==> src/hdl/assert_macros.svh <==
// Assertion macros used by the back stage.
`ifndef ASSERT_MACROS_SVH
`define ASSERT_MACROS_SVH
`ifndef ASSERT_OFF
`define ASSERT_CLK(label, clk, rst, prop, msg) \
  label: assert property (@(posedge clk) disable iff (rst) (prop)) else $error(msg);
`define ASSERT_NEVER(label, clk, rst, cond, msg) \
  label: assert property (@(posedge clk) disable iff (rst) !(cond)) else $error(msg);
`else
`define ASSERT_CLK(label, clk, rst, prop, msg)
`define ASSERT_NEVER(label, clk, rst, cond, msg)
`endif
`endif

==> src/hdl/rdpd_pkg.sv <==
// Package with the shared types and constants of the rotary dial pulse decoder.
package rdpd_pkg;

  typedef enum logic [1:0] {
    PH_ONHOOK = 2'd0,
    PH_WAIT   = 2'd1,
    PH_DIAL   = 2'd2,
    PH_CONN   = 2'd3
  } phase_t;

  typedef enum logic [2:0] {
    REG_LEVEL_THRESHOLD  = 3'd0,
    REG_DEBOUNCE_MS      = 3'd1,
    REG_MIN_PULSE_MS     = 3'd2,
    REG_MAX_PULSE_MS     = 3'd3,
    REG_DIGIT_TIMEOUT_MS = 3'd4,
    REG_HANGUP_MS        = 3'd5,
    REG_PICKUP_GUARD_MS  = 3'd6,
    REG_UNUSED           = 3'd7
  } reg_idx_t;

  localparam logic [9:0]  LEVEL_THRESHOLD_RST  = 10'd310;
  localparam logic [15:0] DEBOUNCE_MS_RST      = 16'd20;
  localparam logic [15:0] MIN_PULSE_MS_RST     = 16'd40;
  localparam logic [15:0] MAX_PULSE_MS_RST     = 16'd100;
  localparam logic [15:0] DIGIT_TIMEOUT_MS_RST = 16'd300;
  localparam logic [15:0] HANGUP_MS_RST        = 16'd300;
  localparam logic [15:0] PICKUP_GUARD_MS_RST  = 16'd500;

  localparam logic [7:0] PULSE_MAX = 8'd255;

  typedef struct packed {
    logic [9:0]  level_threshold;
    logic [15:0] debounce_ms;
    logic [15:0] min_pulse_ms;
    logic [15:0] max_pulse_ms;
    logic [15:0] digit_timeout_ms;
    logic [15:0] hangup_ms;
    logic [15:0] pickup_guard_ms;
  } cfg_t;

  typedef struct packed {
    logic       above;
    logic       below;
    logic [7:0] elapsed;
  } item_t;

endpackage

==> src/hdl/rotary_dial_pulse_decoder.sv <==
// Top level of the rotary dial pulse decoder.
// Requests enter on the in channel (in_valid/in_ready) with one ADC sample and the
// milliseconds elapsed since the previous sample. Each request yields exactly one
// result on the out channel (out_valid/out_ready): the debounced level, the phase,
// a digit flag and the current pulse count.
// A front stage registers the threshold comparison, a two-entry queue follows, and
// the back stage updates all timing state and fills the output register.
// A result passes the front register, the queue and the output register before out_valid.
// Throughput is one request per cycle while the receiver is ready, as the back stage updates all state per request.
// When the receiver stalls, the output register holds its result, the queue fills,
// and in_ready drops once the front stage and queue are full; nothing is lost.
// Reset (rst, synchronous) clears the millisecond clock, all stamps, the phase
// (on hook) and the pulse count, and loads the register defaults.
// Registers lie at byte address 4*i on the APB port; pready is always high.
module rotary_dial_pulse_decoder #(
  parameter int TIME_BITS = 32
) (
  input  logic        clk,
  input  logic        rst,
  input  logic        psel,
  input  logic        penable,
  input  logic        pwrite,
  input  logic [4:0]  paddr,
  input  logic [31:0] pwdata,
  output logic [31:0] prdata,
  output logic        pready,
  input  logic        in_valid,
  output logic        in_ready,
  input  logic [9:0]  sample,
  input  logic [7:0]  elapsed_ms,
  output logic        out_valid,
  input  logic        out_ready,
  output logic        level_confirmed,
  output logic [1:0]  phase,
  output logic        digit_valid,
  output logic [7:0]  digit_pulses
);

  rdpd_pkg::cfg_t  cfg;
  rdpd_pkg::item_t f_item, q_item;
  logic            f_valid, f_ready, q_valid, q_ready;

  rdpd_regs u_regs (
    .clk     (clk),
    .rst     (rst),
    .psel    (psel),
    .penable (penable),
    .pwrite  (pwrite),
    .paddr   (paddr),
    .pwdata  (pwdata),
    .prdata  (prdata),
    .pready  (pready),
    .cfg     (cfg)
  );

  rdpd_front u_front (
    .clk             (clk),
    .rst             (rst),
    .level_threshold (cfg.level_threshold),
    .in_valid        (in_valid),
    .in_ready        (in_ready),
    .sample          (sample),
    .elapsed_ms      (elapsed_ms),
    .item_valid      (f_valid),
    .item_ready      (f_ready),
    .item            (f_item)
  );

  rdpd_fifo u_fifo (
    .clk        (clk),
    .rst        (rst),
    .push_valid (f_valid),
    .push_ready (f_ready),
    .push_item  (f_item),
    .pop_valid  (q_valid),
    .pop_ready  (q_ready),
    .pop_item   (q_item)
  );

  rdpd_back #(
    .TIME_BITS (TIME_BITS)
  ) u_back (
    .clk             (clk),
    .rst             (rst),
    .cfg             (cfg),
    .item_valid      (q_valid),
    .item_ready      (q_ready),
    .item            (q_item),
    .out_valid       (out_valid),
    .out_ready       (out_ready),
    .level_confirmed (level_confirmed),
    .phase           (phase),
    .digit_valid     (digit_valid),
    .digit_pulses    (digit_pulses)
  );

endmodule

==> src/hdl/rdpd_regs.sv <==
// APB configuration registers of the rotary dial pulse decoder.
module rdpd_regs (
  input  logic                clk,
  input  logic                rst,
  input  logic                psel,
  input  logic                penable,
  input  logic                pwrite,
  input  logic [4:0]          paddr,
  input  logic [31:0]         pwdata,
  output logic [31:0]         prdata,
  output logic                pready,
  output rdpd_pkg::cfg_t      cfg
);

  rdpd_pkg::reg_idx_t idx;
  logic               wr_en;

  assign idx    = rdpd_pkg::reg_idx_t'(paddr[4:2]);
  assign wr_en  = psel && penable && pwrite;
  assign pready = 1'b1;

  always_ff @(posedge clk) begin
    if (rst) begin
      cfg.level_threshold  <= rdpd_pkg::LEVEL_THRESHOLD_RST;
      cfg.debounce_ms      <= rdpd_pkg::DEBOUNCE_MS_RST;
      cfg.min_pulse_ms     <= rdpd_pkg::MIN_PULSE_MS_RST;
      cfg.max_pulse_ms     <= rdpd_pkg::MAX_PULSE_MS_RST;
      cfg.digit_timeout_ms <= rdpd_pkg::DIGIT_TIMEOUT_MS_RST;
      cfg.hangup_ms        <= rdpd_pkg::HANGUP_MS_RST;
      cfg.pickup_guard_ms  <= rdpd_pkg::PICKUP_GUARD_MS_RST;
    end else if (wr_en) begin
      unique case (idx)
        rdpd_pkg::REG_LEVEL_THRESHOLD:  cfg.level_threshold  <= pwdata[9:0];
        rdpd_pkg::REG_DEBOUNCE_MS:      cfg.debounce_ms      <= pwdata[15:0];
        rdpd_pkg::REG_MIN_PULSE_MS:     cfg.min_pulse_ms     <= pwdata[15:0];
        rdpd_pkg::REG_MAX_PULSE_MS:     cfg.max_pulse_ms     <= pwdata[15:0];
        rdpd_pkg::REG_DIGIT_TIMEOUT_MS: cfg.digit_timeout_ms <= pwdata[15:0];
        rdpd_pkg::REG_HANGUP_MS:        cfg.hangup_ms        <= pwdata[15:0];
        rdpd_pkg::REG_PICKUP_GUARD_MS:  cfg.pickup_guard_ms  <= pwdata[15:0];
        default: ;
      endcase
    end
  end

  always_comb begin
    unique case (idx)
      rdpd_pkg::REG_LEVEL_THRESHOLD:  prdata = {22'd0, cfg.level_threshold};
      rdpd_pkg::REG_DEBOUNCE_MS:      prdata = {16'd0, cfg.debounce_ms};
      rdpd_pkg::REG_MIN_PULSE_MS:     prdata = {16'd0, cfg.min_pulse_ms};
      rdpd_pkg::REG_MAX_PULSE_MS:     prdata = {16'd0, cfg.max_pulse_ms};
      rdpd_pkg::REG_DIGIT_TIMEOUT_MS: prdata = {16'd0, cfg.digit_timeout_ms};
      rdpd_pkg::REG_HANGUP_MS:        prdata = {16'd0, cfg.hangup_ms};
      rdpd_pkg::REG_PICKUP_GUARD_MS:  prdata = {16'd0, cfg.pickup_guard_ms};
      default:                        prdata = 32'd0;
    endcase
  end

endmodule

==> src/hdl/rdpd_front.sv <==
// Front stage: accepts samples and classifies them against the threshold.
module rdpd_front (
  input  logic                clk,
  input  logic                rst,
  input  logic [9:0]          level_threshold,
  input  logic                in_valid,
  output logic                in_ready,
  input  logic [9:0]          sample,
  input  logic [7:0]          elapsed_ms,
  output logic                item_valid,
  input  logic                item_ready,
  output rdpd_pkg::item_t     item
);

  assign in_ready = !item_valid || item_ready;

  always_ff @(posedge clk) begin
    if (rst) begin
      item_valid <= 1'b0;
    end else if (in_ready) begin
      item_valid <= in_valid;
    end
  end

  always_ff @(posedge clk) begin
    if (in_ready && in_valid) begin
      item.above   <= sample > level_threshold;
      item.below   <= sample < level_threshold;
      item.elapsed <= elapsed_ms;
    end
  end

endmodule

==> src/hdl/rdpd_fifo.sv <==
// Two-entry queue between the front and back stages.
module rdpd_fifo (
  input  logic                clk,
  input  logic                rst,
  input  logic                push_valid,
  output logic                push_ready,
  input  rdpd_pkg::item_t     push_item,
  output logic                pop_valid,
  input  logic                pop_ready,
  output rdpd_pkg::item_t     pop_item
);

  localparam int DEPTH = 2;

  rdpd_pkg::item_t entries [DEPTH];
  logic            wr_ptr;
  logic            rd_ptr;
  logic [1:0]      count;
  logic            push;
  logic            pop;

  assign push_ready = count != 2'(DEPTH);
  assign pop_valid  = count != 2'd0;
  assign push       = push_valid && push_ready;
  assign pop        = pop_valid && pop_ready;
  assign pop_item   = entries[rd_ptr];

  always_ff @(posedge clk) begin
    if (rst) begin
      wr_ptr <= 1'b0;
      rd_ptr <= 1'b0;
      count  <= 2'd0;
    end else begin
      if (push) begin
        wr_ptr <= !wr_ptr;
      end
      if (pop) begin
        rd_ptr <= !rd_ptr;
      end
      count <= count + 2'(push) - 2'(pop);
    end
  end

  always_ff @(posedge clk) begin
    if (push) begin
      entries[wr_ptr] <= push_item;
    end
  end

endmodule

==> src/hdl/rdpd_back.sv <==
// Back stage: millisecond clock, debounce, phase machine and pulse counting.
`include "assert_macros.svh"
module rdpd_back #(
  parameter int TIME_BITS = 32
) (
  input  logic                clk,
  input  logic                rst,
  input  rdpd_pkg::cfg_t      cfg,
  input  logic                item_valid,
  output logic                item_ready,
  input  rdpd_pkg::item_t     item,
  output logic                out_valid,
  input  logic                out_ready,
  output logic                level_confirmed,
  output logic [1:0]          phase,
  output logic                digit_valid,
  output logic [7:0]          digit_pulses
);

  logic [TIME_BITS-1:0] clock_ms, rise_stamp, fall_stamp, pickup_stamp;
  logic                 raw_high, confirmed_high, pulse_taken;
  rdpd_pkg::phase_t     cur_phase;
  logic [7:0]           pulse_count;

  logic [TIME_BITS-1:0] clock_next, rise_next, fall_next, pickup_next;
  logic                 raw_next, conf_next, taken_next, digit_next;
  rdpd_pkg::phase_t     phase_pre, phase_next;
  logic [7:0]           count_next;

  logic [TIME_BITS-1:0] since_rise, since_fall, since_pickup, pulse_len;
  logic [TIME_BITS-1:0] deb_w, hang_w, guard_w, min_w, max_w, tmo_w;
  logic                 raw_mid, conf_mid, pulse_ok, guard_done, digit_done;
  logic                 step;

  assign item_ready = !out_valid || out_ready;
  assign step       = item_valid && item_ready;

  assign deb_w   = TIME_BITS'(cfg.debounce_ms);
  assign hang_w  = TIME_BITS'(cfg.hangup_ms);
  assign guard_w = TIME_BITS'(cfg.pickup_guard_ms);
  assign min_w   = TIME_BITS'(cfg.min_pulse_ms);
  assign max_w   = TIME_BITS'(cfg.max_pulse_ms);
  assign tmo_w   = TIME_BITS'(cfg.digit_timeout_ms);

  always_comb begin
    clock_next = clock_ms + TIME_BITS'(item.elapsed);
    rise_next  = rise_stamp;
    fall_next  = fall_stamp;
    raw_mid    = raw_high;
    if (item.above && !raw_high) begin
      rise_next = clock_next;
      raw_mid   = 1'b1;
    end
    raw_next = raw_mid;
    if (item.below && raw_mid) begin
      fall_next = clock_next;
      raw_next  = 1'b0;
    end
    since_rise   = clock_next - rise_next;
    since_fall   = clock_next - fall_next;
    since_pickup = clock_next - pickup_stamp;
    pulse_len    = fall_next - rise_next;
    conf_mid = confirmed_high;
    if (raw_next && since_rise > deb_w) begin
      conf_mid = 1'b1;
    end
    conf_next = conf_mid;
    if (!raw_next && since_fall > deb_w) begin
      conf_next = 1'b0;
    end
    phase_pre  = (conf_next && since_rise > hang_w) ? rdpd_pkg::PH_ONHOOK : cur_phase;
    guard_done = since_pickup > guard_w && conf_next;
    pulse_ok   = pulse_len >= min_w && pulse_len <= max_w;
  end

  always_comb begin
    taken_next  = pulse_taken;
    count_next  = pulse_count;
    pickup_next = pickup_stamp;
    unique case (phase_pre)
      rdpd_pkg::PH_ONHOOK: begin
        if (!conf_next) begin
          pickup_next = clock_next;
        end
      end
      rdpd_pkg::PH_WAIT: begin
        count_next = 8'd0;
      end
      rdpd_pkg::PH_DIAL: begin
        if (conf_next) begin
          taken_next = 1'b0;
        end
        if (!taken_next && !conf_next && pulse_ok) begin
          taken_next = 1'b1;
          if (pulse_count != rdpd_pkg::PULSE_MAX) begin
            count_next = pulse_count + 8'd1;
          end
        end
      end
      default: ;
    endcase
    digit_done = phase_pre == rdpd_pkg::PH_DIAL && since_fall >= tmo_w && count_next != 8'd0;
    digit_next = digit_done;
  end

  always_comb begin
    phase_next = phase_pre;
    unique case (phase_pre)
      rdpd_pkg::PH_ONHOOK: if (!conf_next) phase_next = rdpd_pkg::PH_WAIT;
      rdpd_pkg::PH_WAIT:   if (guard_done) phase_next = rdpd_pkg::PH_DIAL;
      rdpd_pkg::PH_DIAL:   if (digit_done) phase_next = rdpd_pkg::PH_CONN;
      default: ;
    endcase
  end

  always_ff @(posedge clk) begin
    if (rst) begin
      clock_ms       <= '0;
      rise_stamp     <= '0;
      fall_stamp     <= '0;
      pickup_stamp   <= '0;
      raw_high       <= 1'b0;
      confirmed_high <= 1'b0;
      pulse_taken    <= 1'b0;
      cur_phase      <= rdpd_pkg::PH_ONHOOK;
      pulse_count    <= 8'd0;
      out_valid      <= 1'b0;
    end else begin
      if (item_ready) begin
        out_valid <= item_valid;
      end
      if (step) begin
        clock_ms       <= clock_next;
        rise_stamp     <= rise_next;
        fall_stamp     <= fall_next;
        pickup_stamp   <= pickup_next;
        raw_high       <= raw_next;
        confirmed_high <= conf_next;
        pulse_taken    <= taken_next;
        cur_phase      <= phase_next;
        pulse_count    <= count_next;
      end
    end
  end

  always_ff @(posedge clk) begin
    if (step) begin
      level_confirmed <= conf_next;
      phase           <= phase_next;
      digit_valid     <= digit_next;
      digit_pulses    <= count_next;
    end
  end

  `ASSERT_CLK(a_digit_ends_dial, clk, rst, (out_valid && digit_valid) |-> (phase == rdpd_pkg::PH_CONN && digit_pulses != 8'd0), "digit reported outside a finished dial")
  `ASSERT_CLK(a_out_holds, clk, rst, (out_valid && !out_ready) |=> (out_valid && $stable(digit_pulses)), "result changed while the receiver stalled")
  `ASSERT_CLK(a_clock_holds, clk, rst, !step |=> $stable(clock_ms), "clock moved without a request")

endmodule

==> config.mk <==
export PLATFORM = sky130hd
export DESIGN_NAME = rotary_dial_pulse_decoder
export DESIGN_NICKNAME = d
export VERILOG_FILES = /design/src/hdl/rdpd_pkg.sv /design/src/hdl/rotary_dial_pulse_decoder.sv /design/src/hdl/rdpd_regs.sv /design/src/hdl/rdpd_front.sv /design/src/hdl/rdpd_fifo.sv /design/src/hdl/rdpd_back.sv
export VERILOG_INCLUDE_DIRS = /design/src /design/src/hdl
export SDC_FILE = /design/constraint.sdc
export NUM_CORES = 1
export LEC_CHECK = 0
export ABC_AREA = 1
export BUFFER_PORTS_ARGS = -buffer_cell sky130_fd_sc_hd__buf_4
export CAP_MARGIN = 20
export CORE_MARGIN = 2
export CORE_UTILIZATION = 40
export CTS_CLUSTER_SIZE = 10
export DETAILED_ROUTE_END_ITERATION = 7
export PLACE_DENSITY = 0.62
export SLEW_MARGIN = 20
export SYNTH_ARGS = -nofsm -noshare
export SYNTH_HDL_FRONTEND = slang
export SYNTH_SLANG_ARGS = --single-unit
export TNS_END_PERCENT = 20
==> constraint.sdc <==
create_clock -name clk -period 7.7 [get_ports clk]
set_input_delay 2.31 -clock clk [delete_from_list [all_inputs] [get_ports clk]]
set_output_delay 2.31 -clock clk [all_outputs]
set_load 0.005 [all_outputs]
==> flow_summary.rst, run 1 <==
.. list-table::
   :header-rows: 1

   * - Metric
     - Value
   * - Max frequency
     - ~0.14 GHz
   * - Count leader, synth
     - sky130_fd_sc_hd__nand2_1
   * - Largest family of logic cells by synthesized area
     - simple AND/OR/NAND/NOR gates
   * - Post-synth top area share
     - between 20% and 30%
   * - Cell types occupying the most area after synthesis
     - sky130_fd_sc_hd__dfxtp_1 (20%), sky130_fd_sc_hd__nand2_1 (12%), sky130_fd_sc_hd__ha_1 (11%)
   * - Worst endpoint required time
     - about 8 ns
   * - Critical R2R Capture
     - u_back.phase[0]$_DFFE_PP_
   * - Antenna Cells
     - 0
   * - Max clock buf depth
     - 3
   * - Mux cell area share after synthesis
     - less than 1%
   * - Part of the Yosys area used for sequential elements
     - 25.1%
   * - Number of failing setup endpoints in the final timing report
     - 0
   * - Vias per std cell
     - approximately 5.2
   * - FF+latch count, synth
     - ~300
   * - Antenna violations before repair
     - 1
   * - Clock tree from TritonCTS
     - done
   * - Antenna Nets Post-Route
     - 0
   * - Core area
     - between 0.06 and 0.07 mm²
   * - Residual DRC
     - 0
   * - Synth Area in Simple Gates
     - 27.3%
   * - Number of cells traversed by the worst register-to-register path
     - 42
   * - Cell type contributing the most total cell area after synthesis
     - sky130_fd_sc_hd__dfxtp_1
   * - Setup TNS after final layout
     - 0 ns
   * - Routability congestion estimate
     - slightly below 1
   * - Kind of launch point of the worst setup path
     - flip-flop
   * - Compound-gate portion of the synthesized area
     - 19.8%
   * - Worst Max-Slew Pin Slew
     - 0.953 ns
   * - Initial cell density of the core
     - 40.3%
   * - Share of async-settable or async-resettable flops after synthesis
     - 0%
   * - Crit Path Class
     - flip-flop to flip-flop
   * - Iteration-0 DRC count of the detailed router
     - 2066
   * - H-tree lvl count
     - 2
   * - Number of synthesis warnings
     - 0
   * - Worst path buffer plus inverter count
     - 6
   * - Number of fill cells
     - 6577
   * - Worst hold-check path type
     - flip-flop to flip-flop
   * - Tmin final
     - ~7 ns
   * - Run status
     - completed
   * - Worst-case register-to-register setup slack
     - 0.52 ns
   * - Number of hold buffers added after CTS
     - 0
   * - Clk sink count
     - slightly below 300
   * - Period utilization
     - between 90% and 100%
   * - Final max-slew violation count
     - 0
   * - Summed instance area of the synthesized netlist
     - between 0.02 and 0.03 mm²
   * - Xor and xnor area share after synthesis
     - 3.15%
   * - Cell with the largest stage delay on the worst path
     - sky130_fd_sc_hd__dfxtp_4
   * - CTS clock-pin slew for the worst setup and hold paths
     - 0.05 ns
   * - Nature of the critical path endpoint
     - flip-flop
   * - Max stage delay on crit path
     - between 0.4 and 0.5 ns
   * - DIE AREA
     - 0.0652 mm²
   * - Distinct cells, synth
     - 64
   * - Crit path top cell by count
     - sky130_fd_sc_hd__nand2_1
   * - Post-route clock skew
     - slightly above 0.03 ns
   * - Average wire length per cell after detail routing
     - around 17 µm
   * - Insertion delay to the later sink of the worst-skew pair
     - a little under 0.6 ns
   * - Synthesis-to-layout area growth
     - 14.0%
   * - Biggest fanout along the worst timing path
     - 10
   * - All-layer global routing usage
     - approximately a quarter
   * - Delay-heaviest family, CP
     - compound AO/OA/AOI/OAI gates
   * - Remaining global-route overflow
     - 0
   * - Total CTS buffers
     - 39
   * - Number of global-route vias before repair
     - between 20000 and 25000
   * - Post-synth top flop
     - sky130_fd_sc_hd__dfxtp_1
   * - Post-Synth Adder-Cell Area
     - around 12%
   * - Global-route wire length before repair
     - approximately 130000 µm
   * - Dpl hpwl
     - approximately 68000 µm
   * - RSZ-0062 raised after global routing
     - no
   * - Number of enable flip-flop cells after synthesis
     - between 40 and 50
   * - Die height
     - about 260 µm
   * - Average instance area after synthesis
     - approximately 6.5 µm²
   * - Total stage count of the critical path
     - 42
   * - Fraction of final layout cells sized beyond drive strength 1
     - between 10% and 20%
   * - Critical path data arrival time
     - ~7.5 ns
   * - Worst setup path endpoint
     - u_back.phase[0]$_DFFE_PP_
   * - Via count
     - 25600
   * - Final hold violation count
     - 0
   * - Maximum capacitance violations
     - 0
   * - Instance count of the mapped netlist
     - 3893
   * - Number of core rows
     - 92
   * - Die width
     - 255 µm
   * - Rel. slew slack
     - 36.2%
   * - Cell types with the highest counts after synthesis
     - sky130_fd_sc_hd__nand2_1 (812), sky130_fd_sc_hd__inv_1 (675), sky130_fd_sc_hd__a21oi_1 (387)
   * - CTS root buf
     - sky130_fd_sc_hd__clkbuf_16
   * - Largest net degree at the start of global routing
     - between 80 and 90
   * - Number of detailed-routing iterations run before antenna repair
     - 5
   * - Number of I/O port buffers
     - 73
   * - Top-level port count
     - between 100 and 150
   * - Net count, final
     - around 4300
   * - Total length of routed wires
     - ~85000 µm
[registers in the layout, summed over array words and instances (netlist names), 2 cells and up, named ones only]
signal and cells:
u_back.clock_ms 32, u_back.cur_phase 2, u_back.digit_pulses 8, u_back.fall_stamp 32, u_back.phase 2, u_back.pickup_stamp 32, u_back.pulse_count 8, u_back.rise_stamp 32
u_fifo.count 2, u_fifo.entries 20, u_front.item 10, u_regs.cfg 106
[metal layers]
| layer | wire length [µm] | GRT usage (%) | vias to the layer above |
|---|---|---|---|
| met5 | 0 | 0 | - |
| met2 | 37000 | 40.6 | 697 |
| met3 | 5720 | 3.35 | 92 |
| met4 | 2040 | 6.58 | 0 |
| met1 | 40100 | 35.9 | 11700 |
| li1 | - | - | 13100 |
[worst min-delay path by stage]
stage | startpoint | to | depth (start not counted)
after floorplan | u_front.item[0]$_DFFE_PP_ | u_fifo.entries[0][0]$_DFFE_PP_ | 0
after global placement | u_front.item[2]$_DFFE_PP_ | u_fifo.entries[0][2]$_DFFE_PP_ | 0
after detailed placement | u_front.item[2]$_DFFE_PP_ | u_fifo.entries[1][2]$_DFFE_PP_ | 0
after CTS | u_front.item[6]$_DFFE_PP_ | u_fifo.entries[1][6]$_DFFE_PP_ | 0
after global routing | u_front.item[2]$_DFFE_PP_ | u_fifo.entries[1][2]$_DFFE_PP_ | 0
final | u_fifo.rd_ptr$_SDFFE_PP0P_ | flip-flop | 1
[area by class of cell]
class	count	area [µm²]	share of cell area (%)
clock buffer	55	1080	3.74
clock inverter	9	134	0.465
inverter	700	2630	9.14
multi-input combinational	2801	16100	55.8
sequential	296	6350	22.0
tap	846	1060	3.67
timing repair buffer	192	1480	5.15
[worst reg2reg max path: cells and delay by family, from the launching register on]
kind	cells	cell delay, ns
multiplexers	1	0.37
buffers and inverters	6	0.77
adder cells (fa/ha/maj)	3	1.07
AND/OR/NAND/NOR	20	1.90
AO/OA/AOI/OAI	10	2.09
flip-flops	1	0.41
XOR/XNOR	2	0.30
[placed cells by master, fill, tap and decap left out, drive strengths merged, types with 8 or more instances in the layout]
master / Yosys / final
nand2: 880 / 880
inv: 697 / 700
a21oi: 394 / 394
o21ai: 376 / 376
nor2: 282 / 282
dfxtp: 254 / 254
ha: 225 / 225
nand3: 217 / 217
buf: 40 / 192
nand4: 70 / 70
xor2: 67 / 67
clkbuf: 71 / 55
nor3: 48 / 48
edfxtp: 42 / 42
o211ai: 31 / 31
xnor2: 24 / 24
o22ai: 22 / 22
conb: 2 / 17
o221ai: 16 / 16
a211oi: 14 / 14
a221oi: 12 / 12
nand3b: 11 / 11
o21bai: 9 / 9
o21a: 8 / 8
a21o: 8 / 8
a31oi: 8 / 8
mux2i: 8 / 8
or2: 8 / 8
clkinv: 3 / 8
[per-stage QoR]
stage                     util [%]  worst slack, ns  hold slack, ns  cell area [µm²]  cells
after floorplan                  -             1.17           0.421            25300   3908
after global placement        43.6            0.125           0.423            27400   4834
after detailed placement      43.6            0.108           0.436            27400   4834
after CTS                     45.5           0.0813           0.448            28600   4898
after global routing          45.9         0.000771           0.462            28800   4899
final                         45.9            0.521           0.444            28800   4899
[cells by family (layout without fill, tap and decap cells)]
group	Yosys count	in the layout
DFF	296	296
buffers and inverters	811	956
other	2	17
muxes	15	15
xor gates and xnor gates	91	91
adders and majority gates	230	230
AOI/OAI and AO/OA	918	918
and+or+nand+nor	1530	1530
[what timing repair did]
item,4_1_cts,5_1_grt
buffers inserted,0,1
gates resized for setup,0,53
endpoints found under the setup margin,0,51
Power of run 1 is left out: the tool's default activity adds up to more than one toggle a clock period on the data nets, which glitch-free logic cannot reach.
==> run 2, diff against run 1 <==
--- a/config.mk
+++ b/config.mk
@@ -9,11 +9,13 @@
 export ABC_AREA = 1
 export BUFFER_PORTS_ARGS = -buffer_cell sky130_fd_sc_hd__buf_4
 export CAP_MARGIN = 20
+export CELL_PAD_IN_SITES_DETAIL_PLACEMENT = 1
+export CELL_PAD_IN_SITES_GLOBAL_PLACEMENT = 2
 export CORE_MARGIN = 2
-export CORE_UTILIZATION = 40
+export CORE_UTILIZATION = 35
 export CTS_CLUSTER_SIZE = 10
 export DETAILED_ROUTE_END_ITERATION = 7
-export PLACE_DENSITY = 0.62
+export PLACE_DENSITY = 0.87
 export SLEW_MARGIN = 20
 export SYNTH_ARGS = -nofsm -noshare
 export SYNTH_HDL_FRONTEND = slang
==> flow_summary.rst, run 2 (same netlist as run 1, synthesis figures left out) <==
.. list-table::
   :header-rows: 1

   * - Metric
     - Value
   * - Worst Max-Slew Pin Slew
     - 1.06 ns (was 0.953 ns)
   * - Residual DRC
     - 0 (unchanged)
   * - Total length of routed wires
     - 95400 µm (was 84900 µm)
   * - Number of I/O port buffers
     - 73 (unchanged)
   * - Number of failing setup endpoints in the final timing report
     - 0 (unchanged)
   * - CTS clock-pin slew for the worst setup and hold paths
     - 0.06 ns (was 0.05 ns)
   * - Number of detailed-routing iterations run before antenna repair
     - 5 (unchanged)
   * - Iteration-0 DRC count of the detailed router
     - 1344 (was 2066)
   * - Max reg flops
     - 106 (unchanged)
   * - Max stage delay on crit path
     - 0.54 ns (was 0.41 ns)
   * - Tmin final
     - 7.31 ns (was 7.18 ns)
   * - Top library cells by usage in the layout, fill and taps aside
     - sky130_fd_sc_hd__nand2_1 (806), sky130_fd_sc_hd__inv_1 (672), sky130_fd_sc_hd__a21oi_1 (380) (was sky130_fd_sc_hd__nand2_1 (812), sky130_fd_sc_hd__inv_1 (672), sky130_fd_sc_hd__a21oi_1 (383))
   * - Run status
     - completed (unchanged)
   * - Top reg by flops
     - u_regs.cfg (unchanged)
   * - Net count, final
     - 4323 (was 4322)
   * - Final max-slew violation count
     - 0 (unchanged)
   * - Kind of launch point of the worst setup path
     - flip-flop (unchanged)
   * - Insertion delay to the later sink of the worst-skew pair
     - 0.59 ns (about the same)
   * - Die height
     - 273 µm (was 255 µm)
   * - Initial cell density of the core
     - 35.3% (was 40.3%)
   * - Number of global-route vias before repair
     - 25200 (was 23400)
   * - Global-route wire length before repair
     - 147000 µm (was 132000 µm)
   * - Clk sink count
     - 296 (unchanged)
   * - Maximum capacitance violations
     - 0 (unchanged)
   * - Critical path data arrival time
     - 7.63 ns (was 7.50 ns)
   * - Fraction of final layout cells sized beyond drive strength 1
     - 11.7% (was 11.1%)
   * - Core area
     - 0.0715 mm² (was 0.0627 mm²)
   * - Remaining global-route overflow
     - 0 (unchanged)
   * - Via count
     - 25800 (was 25600)
   * - End-of-flow core utilization
     - 40.6% (was 45.9%)
   * - Max clock buf depth
     - 3 (unchanged)
   * - DIE AREA
     - 0.0744 mm² (was 0.0652 mm²)
   * - Antenna Nets Post-Route
     - 0 (unchanged)
   * - Met3 Resource Use GR
     - 2.35% (was 3.35%)
   * - Rel. slew slack
     - 29.6% (was 36.2%)
   * - Number of core rows
     - 98 (was 92)
   * - Largest net degree at the start of global routing
     - 100 (was 84)
   * - Antenna Cells
     - 0 (unchanged)
   * - Most used routing layer in global routing
     - met2 (unchanged)
   * - Cell with the largest stage delay on the worst path
     - sky130_fd_sc_hd__fa_2 (was sky130_fd_sc_hd__dfxtp_4)
   * - CTS root buf
     - sky130_fd_sc_hd__clkbuf_16 (unchanged)
   * - Met2 global-route usage
     - 41.9% (was 40.6%)
   * - Met1 Use GR
     - 34.7% (was 35.9%)
   * - All-layer global routing usage
     - 25.2% (was 25.4%)
   * - Antenna violations before repair
     - 1 (unchanged)
   * - Clock tree from TritonCTS
     - done (unchanged)
   * - Worst endpoint required time
     - 8.01 ns (was 8.02 ns)
   * - Total CTS buffers
     - 40 (was 39)
   * - Number of hold buffers added after CTS
     - 0 (unchanged)
   * - Most common library cell in the layout ignoring fill and taps
     - sky130_fd_sc_hd__nand2_1 (unchanged)
   * - Top-level port count
     - 109 (unchanged)
   * - Nature of the critical path endpoint
     - flip-flop (unchanged)
   * - Post-route clock skew
     - 0.0233 ns (was 0.0307 ns)
   * - Routability congestion estimate
     - 0.932 (was 0.990)
   * - Max frequency
     - 0.137 GHz (was 0.139 GHz)
   * - Period utilization
     - 95.0% (was 93.2%)
   * - Average wire length per cell after detail routing
     - 19.0 µm (was 17.3 µm)
   * - Crit path top cell by count
     - sky130_fd_sc_hd__nand2_1 (unchanged)
   * - Die width
     - 273 µm (was 255 µm)
   * - Synthesis-to-layout area growth
     - 15.0% (was 14.0%)
   * - Crit Path Class
     - flip-flop to flip-flop (unchanged)
   * - Biggest fanout along the worst timing path
     - 6 (was 10)
   * - Setup TNS after final layout
     - 0 ns (unchanged)
   * - Vias per std cell
     - 5.15 (was 5.22)
   * - Worst hold-check path type
     - flip-flop to flip-flop (unchanged)
   * - Final hold violation count
     - 0 (unchanged)
   * - H-tree lvl count
     - 2 (unchanged)
   * - Dpl hpwl
     - 77200 µm (was 67600 µm)
   * - Post-route worst hold slack
     - 0.448 ns (was 0.444 ns)
## run 2: path summary, 6_finish.rpt
check / startpoint / end / slack [ns] / depth (start not counted)
max: flip-flop / u_back.phase[0]$_DFFE_PP_ / 0.39 / 43
min: u_front.item[8]$_DFFE_PP_ / u_fifo.entries[0][8]$_DFFE_PP_ / 0.45 / 0
max reg2reg: flip-flop / u_back.phase[0]$_DFFE_PP_ / 0.39 / 43
min reg2reg: u_front.item[8]$_DFFE_PP_ / u_fifo.entries[0][8]$_DFFE_PP_ / 0.45 / 0
## run 2: repair_timing
| action | 4_1_cts | 5_1_grt |
|---|---|---|
| setup buffers | 0 | 7 |
| cloned | 0 | 0 |
| endpoints found under the setup margin | 2 | 48 |
| resized for setup | 2 | 80 |
| pin swaps | 0 | 13 |
## run 2: per-layer routing
layer	up-vias	wire, µm
li1	13100	-
met1	12200	45900
met2	410	43400
met3	112	3440
met4	0	2670
met5	-	0
## run 2: stage by stage
step	std cells	setup WS [ns]	area [µm²]
detailed placement	4932	0.0249	27400
floorplan	3908	1.17	25300
finish	5010	0.386	29000
global route	5010	-0.0605	29000
global placement	4932	0.129	27400
CTS	5003	0.110	28700
## run 2: critical path: cells and delay by family (launching register included)
family                     cells  cell delay, ns
and+or+nand+nor               21            2.38
adders and majority gates      5            1.67
buffers and inverters         10            1.18
AOI/OAI and AO/OA              5            1.14
DFF                            1            0.36
muxes                          1            0.26
xor gates and xnor gates       1            0.08
## run 2: layout make-up
cell class | count | area, µm²
clock buffers | 57 | 1110
inverters | 700 | 2630
flip-flops and latches | 296 | 6350
multi-input cells | 2801 | 16100
fillers | 9406 | 42400
clock inverters | 14 | 153
repair buffers | 192 | 1460
well taps | 950 | 1190
Power of run 2 is left out for the same reason.
